<file path="config.mk">
export PLATFORM = sky130hd
export DESIGN_NAME = sliding_median_filter_flat
export DESIGN_NICKNAME = d
export VERILOG_FILES = /design/src/design/smf_pkg.sv /design/src/design/smf_sample_if.sv /design/src/design/smf_median_if.sv /design/src/design/smf_cell.sv /design/src/design/sliding_median_filter.sv /design/src/flat_wrapper.sv
export SDC_FILE = /design/constraint.sdc
export NUM_CORES = 2
export LEC_CHECK = 0
export BUFFER_PORTS_ARGS = -buffer_cell sky130_fd_sc_hd__buf_2
export CAP_MARGIN = 30
export CORE_ASPECT_RATIO = 0.8
export CORE_MARGIN = 3
export CORE_UTILIZATION = 55
export DETAILED_ROUTE_END_ITERATION = 16
export GPL_ROUTABILITY_DRIVEN = 0
export PLACE_DENSITY = 0.71
export SLEW_MARGIN = 20
export SYNTH_ARGS = -nofsm -noshare
export SYNTH_HDL_FRONTEND = slang
export SYNTH_HIERARCHICAL = 1
export SYNTH_SLANG_ARGS = --single-unit
</file>
<file path="constraint.sdc">
create_clock -name clk -period 13.6 [get_ports clk]
set_input_delay 2.72 -clock clk [delete_from_list [all_inputs] [get_ports clk]]
set_output_delay 2.72 -clock clk [all_outputs]
set_load 0.01 [all_outputs]
</file>
<file path="src/design/smf_pkg.sv">
// Shared constants and types for the sliding median filter.
// No dependencies; compiled before every other file of the block.
package smf_pkg;

    localparam int WINDOW_MAX  = 16;
    localparam int SAMPLE_BITS = 24;
    localparam int IDX_BITS    = $clog2(WINDOW_MAX);
    localparam int LEN_BITS    = $clog2(WINDOW_MAX + 1);
    localparam int CFG_BITS    = 5;

    localparam logic [CFG_BITS-1:0] WINDOW_LEN_RESET = CFG_BITS'(5);

    typedef logic signed [SAMPLE_BITS-1:0] sample_t;
    typedef logic [IDX_BITS-1:0]           idx_t;
    typedef logic [LEN_BITS-1:0]           len_t;

    // Control broadcast from the sequencer to every cell
    typedef struct packed {
        logic shift;    // new transaction: samples move one cell on
        logic step;     // ranking cycle: probes move one cell round the ring
        len_t len;      // effective window length
    } ctrl_t;

endpackage

</file>
<file path="src/design/smf_sample_if.sv">
// Input channel of the sliding median filter: sample and record-start flag.
// Depends on smf_pkg.
interface smf_sample_if;
    logic             valid;
    logic             ready;
    smf_pkg::sample_t sample;
    logic             start_record;

    modport source (output valid, output sample, output start_record, input ready);
    modport sink   (input valid, input sample, input start_record, output ready);
endinterface

</file>
<file path="src/design/smf_median_if.sv">
// Output channel of the sliding median filter: one median per transaction once the window has filled.
// Depends on smf_pkg.
interface smf_median_if;
    logic             valid;
    logic             ready;
    smf_pkg::sample_t median;

    modport source (output valid, output median, input ready);
    modport sink   (input valid, input median, output ready);
endinterface

</file>
<file path="src/design/smf_cell.sv">
// One cell of the median chain: holds one sample of the window (newest at
// cell 0) and ranks it against probes circulating round the ring. Uses smf_pkg.
module smf_cell (
    input  logic             clk,
    input  smf_pkg::ctrl_t   ctrl,
    input  smf_pkg::idx_t    idx,
    input  smf_pkg::sample_t shift_in,
    input  smf_pkg::sample_t probe_in,
    input  smf_pkg::idx_t    probe_age_in,
    output smf_pkg::sample_t sample,
    output smf_pkg::sample_t probe,
    output smf_pkg::idx_t    probe_age,
    output smf_pkg::idx_t    rank
);

    smf_pkg::sample_t sample_reg;
    smf_pkg::sample_t probe_reg;
    smf_pkg::idx_t    age_reg;
    smf_pkg::idx_t    rank_reg;
    logic             age_in_window;
    logic             hit;

    // Probe counts below us if it lies in the window and is smaller, ties
    // broken by age so every rank is unique.
    assign age_in_window = smf_pkg::len_t'(age_reg) < ctrl.len;
    assign hit = age_in_window &&
                 ((probe_reg < sample_reg) ||
                  ((probe_reg == sample_reg) && (age_reg < idx)));

    always_ff @(posedge clk)
    begin
        if (ctrl.shift)
        begin
            sample_reg <= shift_in;
            probe_reg  <= shift_in;
            age_reg    <= idx;
            rank_reg   <= '0;
        end
        else if (ctrl.step)
        begin
            probe_reg <= probe_in;
            age_reg   <= probe_age_in;
            rank_reg  <= rank_reg + smf_pkg::idx_t'(hit);
        end
    end

    assign sample    = sample_reg;
    assign probe     = probe_reg;
    assign probe_age = age_reg;
    assign rank      = rank_reg;

endmodule

</file>
<file path="src/design/sliding_median_filter.sv">
// Sliding-window median filter. Each transaction shifts its sample into a
// chain of WINDOW_MAX cells; once the record holds window_len samples, a copy
// of every sample circulates past every cell of the ring so each
// cell counts how many window samples lie below its own, and the cell whose
// rank is window_len/2 (upper median for even lengths) supplies the result.
// An item that yields a median holds off the next until the median enters
// the output register, which may wait on medians.ready; one that yields none
// (window still filling) leaves the filter idle. window_len 0 acts as 1, above
// WINDOW_MAX as WINDOW_MAX; start_record restarts the fill before its sample.
module sliding_median_filter (
    input  logic                           clk,
    input  logic                           rst_n,
    smf_sample_if.sink                     samples,
    smf_median_if.source                   medians,
    input  logic                           cfg_wr_en,
    input  logic [smf_pkg::CFG_BITS-1:0]   cfg_wr_data
);

    typedef enum logic [1:0] {
        ST_IDLE,
        ST_RANK,
        ST_EMIT
    } state_t;

    state_t                        state_reg, state_next;
    logic [smf_pkg::CFG_BITS-1:0]  window_len_reg;
    smf_pkg::len_t                 fill_count_reg, fill_count_next;
    smf_pkg::idx_t                 step_cnt_reg, step_cnt_next;
    logic                          out_valid_reg, out_valid_next;
    smf_pkg::sample_t              median_reg, median_next;

    smf_pkg::ctrl_t                ctrl;
    smf_pkg::len_t                 eff_len;
    logic                          accept;
    logic                          emit;

    smf_pkg::sample_t              cell_sample [smf_pkg::WINDOW_MAX];
    smf_pkg::sample_t              cell_probe  [smf_pkg::WINDOW_MAX];
    smf_pkg::idx_t                 cell_age    [smf_pkg::WINDOW_MAX];
    smf_pkg::idx_t                 cell_rank   [smf_pkg::WINDOW_MAX];
    smf_pkg::sample_t              selected;

    always_comb
    begin
        if (window_len_reg == '0)
            eff_len = smf_pkg::len_t'(1);
        else if (int'(window_len_reg) > smf_pkg::WINDOW_MAX)
            eff_len = smf_pkg::len_t'(smf_pkg::WINDOW_MAX);
        else
            eff_len = smf_pkg::len_t'(window_len_reg);
    end

    assign samples.ready = (state_reg == ST_IDLE);
    assign accept        = samples.valid && samples.ready;
    assign emit          = (state_reg == ST_EMIT) && (!out_valid_reg || medians.ready);

    assign ctrl.shift = accept;
    assign ctrl.step  = (state_reg == ST_RANK);
    assign ctrl.len   = eff_len;

    for (genvar i = 0; i < smf_pkg::WINDOW_MAX; i++)
    begin : g_cell
        localparam int PREV = (i + smf_pkg::WINDOW_MAX - 1) % smf_pkg::WINDOW_MAX;
        smf_pkg::sample_t shift_src;

        if (i == 0)
        begin : g_head
            assign shift_src = samples.sample;
        end
        else
        begin : g_body
            assign shift_src = cell_sample[i-1];
        end

        smf_cell u_cell (
            .clk          (clk),
            .ctrl         (ctrl),
            .idx          (smf_pkg::idx_t'(i)),
            .shift_in     (shift_src),
            .probe_in     (cell_probe[PREV]),
            .probe_age_in (cell_age[PREV]),
            .sample       (cell_sample[i]),
            .probe        (cell_probe[i]),
            .probe_age    (cell_age[i]),
            .rank         (cell_rank[i])
        );
    end

    // Exactly one window cell holds rank len/2
    always_comb
    begin
        selected = '0;
        for (int i = 0; i < smf_pkg::WINDOW_MAX; i++)
        begin
            if ((smf_pkg::len_t'(i) < eff_len) &&
                (smf_pkg::len_t'(cell_rank[i]) == (eff_len >> 1)))
                selected = selected | cell_sample[i];
        end
    end

    always_comb
    begin
        state_next      = state_reg;
        fill_count_next = fill_count_reg;
        step_cnt_next   = step_cnt_reg;
        out_valid_next  = out_valid_reg;
        median_next     = median_reg;

        if (out_valid_reg && medians.ready)
            out_valid_next = 1'b0;

        case (state_reg)
            ST_IDLE:
            begin
                if (accept)
                begin
                    if (samples.start_record)
                        fill_count_next = smf_pkg::len_t'(1);
                    else if (fill_count_reg < smf_pkg::len_t'(smf_pkg::WINDOW_MAX))
                        fill_count_next = fill_count_reg + smf_pkg::len_t'(1);
                    step_cnt_next = '0;
                    if (fill_count_next >= eff_len)
                        state_next = ST_RANK;
                end
            end
            ST_RANK:
            begin
                step_cnt_next = step_cnt_reg + smf_pkg::idx_t'(1);
                if (step_cnt_reg == smf_pkg::idx_t'(smf_pkg::WINDOW_MAX - 1))
                    state_next = ST_EMIT;
            end
            ST_EMIT:
            begin
                if (emit)
                begin
                    median_next    = selected;
                    out_valid_next = 1'b1;
                    state_next     = ST_IDLE;
                end
            end
            default:
            begin
                state_next = ST_IDLE;
            end
        endcase
    end

    always_ff @(posedge clk or negedge rst_n)
    begin
        if (!rst_n)
        begin
            state_reg      <= ST_IDLE;
            window_len_reg <= smf_pkg::WINDOW_LEN_RESET;
            fill_count_reg <= '0;
            step_cnt_reg   <= '0;
            out_valid_reg  <= 1'b0;
        end
        else
        begin
            state_reg      <= state_next;
            fill_count_reg <= fill_count_next;
            step_cnt_reg   <= step_cnt_next;
            out_valid_reg  <= out_valid_next;
            if (cfg_wr_en)
                window_len_reg <= cfg_wr_data;
        end
    end

    always_ff @(posedge clk)
    begin
        median_reg <= median_next;
    end

    assign medians.valid  = out_valid_reg;
    assign medians.median = median_reg;

endmodule
</file>
<file path="src/flat_wrapper.sv">
// flat-port wrapper written by rule: the top's interface ports become plain ports
module sliding_median_filter_flat 
  (clk, rst_n, cfg_wr_en, cfg_wr_data, samples_valid, samples_sample, samples_start_record, samples_ready, medians_valid, medians_median, medians_ready);
  smf_sample_if samples_i ();
  smf_median_if medians_i ();
  input  logic clk;
  input  logic rst_n;
  input  logic cfg_wr_en;
  input  logic [smf_pkg::CFG_BITS-1:0] cfg_wr_data;
  input wire logic [$bits(samples_i.valid)-1:0] samples_valid;
  input wire logic [$bits(samples_i.sample)-1:0] samples_sample;
  input wire logic [$bits(samples_i.start_record)-1:0] samples_start_record;
  output wire logic [$bits(samples_i.ready)-1:0] samples_ready;
  output wire logic [$bits(medians_i.valid)-1:0] medians_valid;
  output wire logic [$bits(medians_i.median)-1:0] medians_median;
  input wire logic [$bits(medians_i.ready)-1:0] medians_ready;
  assign samples_i.valid = samples_valid;
  assign samples_i.sample = samples_sample;
  assign samples_i.start_record = samples_start_record;
  assign samples_ready = samples_i.ready;
  assign medians_valid = medians_i.valid;
  assign medians_median = medians_i.median;
  assign medians_i.ready = medians_ready;
  sliding_median_filter u_core (.clk(clk), .rst_n(rst_n), .samples(samples_i), .medians(medians_i), .cfg_wr_en(cfg_wr_en), .cfg_wr_data(cfg_wr_data));
endmodule
</file>
==> impl_metrics.ini <==
[worst_setup_path]
start_kind = primary input
crit_required_ns = 13.90
crit_type = in2reg
end_kind = register
critPathArrivalTime_ns = 6.09
cp_max_fo = 102

[synth]
ys_warn_count = 6
synth_area_leader_cell = edfxtp_1
synth-edff-count = 856
yosysSeqAreaShare_pct = 53.85
yosys.cell_types.count = 80
avgSynthCellArea_um2 = 12.82
synth_area_leaders = edfxtp_1, ha_1, mux2_2, inv_1, dfxtp_1
synthCells = 3972
synthArstFlopShare_pct = 1.814
synth_top_area_share_pct = 50.50
mappedNetlistArea_um2 = 50900
yosys_register_bits = 937
synth_ff_type = edfxtp_1

[placement]
dp_hpwl_mm = 107.9
port-buffer-count = 60
place_area_um2 = 53060

[clocking]
ctsResizeCount = 0
postCtsHoldBufs = 0
clock-root-buffer = clkbuf_16
cts_tree = built
numCtsBuffers = 94
post-cts-setup-buffer-count = 0
clk_pin_slew_ns = 0.07
htreeDepth = 3
clkLatencyLatePin_ns = 0.68
clock-sinks = 937
clk_path_buf_depth = 3

[floorplanning]
die_h_um = 278.1
die_w_um = 346.1
core-area_um2 = 91420
rows = 99
ios = 61
dieArea_um2 = 96260
start_util_pct = 55.68

[route]
final_antenna_net_count = 0
drc = 0
first_pass_iters = 7
drt_iter0_markers = 4130
drt-wirelength-per-cell_um = 26.75
wl_mm = 146.3
num_vias = 33851
vias_per_cell = 6.187

[global_routing]
grt_pass1_wl_mm = 213.8
grt.overflow.total = 0
grt_pass1_vias = 32508
grt_use_total_pct = 29.96
grt_max_degree = 167
antenna_found_initial = 4

[sta]
hold_violations = 0
min_period_over_period_pct = 42.57
max_slew_margin_pct = 30.71
tns_ns = 0
setup_viol = 0
min_period_ns = 5.790
finalMaxSlewViolations = 0
worst_pin_slew_ns = 1.039
max_freq_mhz = 172.7
clock-skew-final_ns = 0.03008
grt_setup_unrepaired = no

[layout]
final_common_cell = edfxtp_1
syn_to_final_growth_pct = 10.57
postLayoutCellArea_um2 = 56290
final_cell_mix = edfxtp_1, ha_1, inv_1
nNetsFinal = 4732
final_layout_size_suffix_gt1_share_pct = 18.77

[power_and_ir_drop]
p_per_area_nw_per_um2 = 233.8
peakVddDrop_v = 0.0001473
p_total_mw = 13.16
p_leak_nw = 23.35

[run]
cap_viol_max_count = 0

[status]
status = finished, final reports clean

[hold_path]
min_path_type = reg2reg
[Yosys cell counts (25+ instances only)]
library cell / instances
edfxtp_1: 856
ha_1: 519
inv_1: 498
mux2_2: 451
nand2_1: 199
nor2_1: 150
a21oi_1: 141
nand4_1: 116
clkbuf_1: 75
o21ai_0: 73
a21o_1: 68
dfxtp_1: 64
a222oi_1: 62
a22oi_1: 57
xor2_1: 37
nor3_1: 34
mux2i_1: 33
nand2b_1: 30
nand3_1: 30
a221oi_1: 29
buf_2: 29
a211o_1: 27
nand4_2: 26
nor2b_1: 25
[report_power, final]
part	leakage, nW	internal, mW	total (mW)	switching (mW)
clock	1.52	1.55	2.70	1.16
combinational	12.8	2.04	4.79	2.75
sequential	9.06	4.71	5.67	0.958
[worst max-delay path: stages]
cell and delay [ns]:
buf_2 0.08, nand2_1 0.27, inv_8 0.55, buf_4 0.80, buf_4 0.74, or2_2 0.75
[cells by family (layout without fill, tap and decap cells)]
| logic type | Yosys count | count (layout) | synth area share (%) |
|---|---|---|---|
| AO/OA/AOI/OAI | 619 | 619 | 9.018 |
| XOR/XNOR | 54 | 54 | 0.9291 |
| adder cells (fa/ha/maj) | 519 | 519 | 12.76 |
| buffers and inverters | 617 | 776 | 4.764 |
| flip-flops | 937 | 937 | 53.85 |
| multiplexers | 484 | 484 | 10.63 |
| other | 2 | 130 | 0.01475 |
| AND/OR/NAND/NOR | 740 | 740 | 8.038 |
[final cells by class]
type | instances | area (µm²)
antenna | 2 | 5.005
clock buffer | 122 | 2561
clock inverter | 53 | 606.8
fill | 7093 | 35130
inverter | 502 | 1897
multi-input combinational | 2544 | 21630
sequential | 937 | 27420
tap | 1212 | 1516
timing repair buffer | 99 | 653.1
[worst paths after layout]
| check | startpoint | to | slack, ns | cells after the start |
|---|---|---|---|---|
| max | samples_valid | u_core/g_cell[6].u_cell/probe[17]$_DFFE_PP_ | 7.81 | 6 |
| min in group asynchronous | rst_n | u_core/state_reg[0]$_DFFE_PN0P_ | 1.96 | 1 |
| min | u_core/g_cell[11].u_cell/sample[16]$_DFFE_PP_ | u_core/g_cell[12].u_cell/sample[16]$_DFFE_PP_ | 0.50 | 0 |
| min reg2reg | u_core/g_cell[11].u_cell/sample[16]$_DFFE_PP_ | u_core/g_cell[12].u_cell/sample[16]$_DFFE_PP_ | 0.50 | 0 |
| max reg2reg | u_core/state_reg[1]$_DFFE_PN0P_ | u_core/g_cell[6].u_cell/probe[17]$_DFFE_PP_ | 9.35 | 6 |
| max in group asynchronous | rst_n | u_core/window_len_reg[2]$_DFFE_PN1P_ | 11.30 | 1 |
[metrics by stage]
stage          hold slack (ns)  util, %  instances  worst slack (ns)
2_1_floorplan           0.4589        -       4098            0.2190
3_3_place_gp            0.4813    58.02       5290             7.072
3_5_place_dp            0.4856    58.04       5292             6.982
4_1_cts                 0.4922    61.51       5467             7.701
5_1_grt                 0.5199    61.57       5469             7.646
6_report                0.5030    61.57       5471             7.810
[metal layers]
metal / share of wire [%] / track usage [%]
met2: 45 / 46.48
met5: 0.099 / 1.069
met3: 10 / 6.157
met4: 4.0 / 11.34
met1: 41 / 41.72
Note: power is estimated with default switching activity, not from simulation.
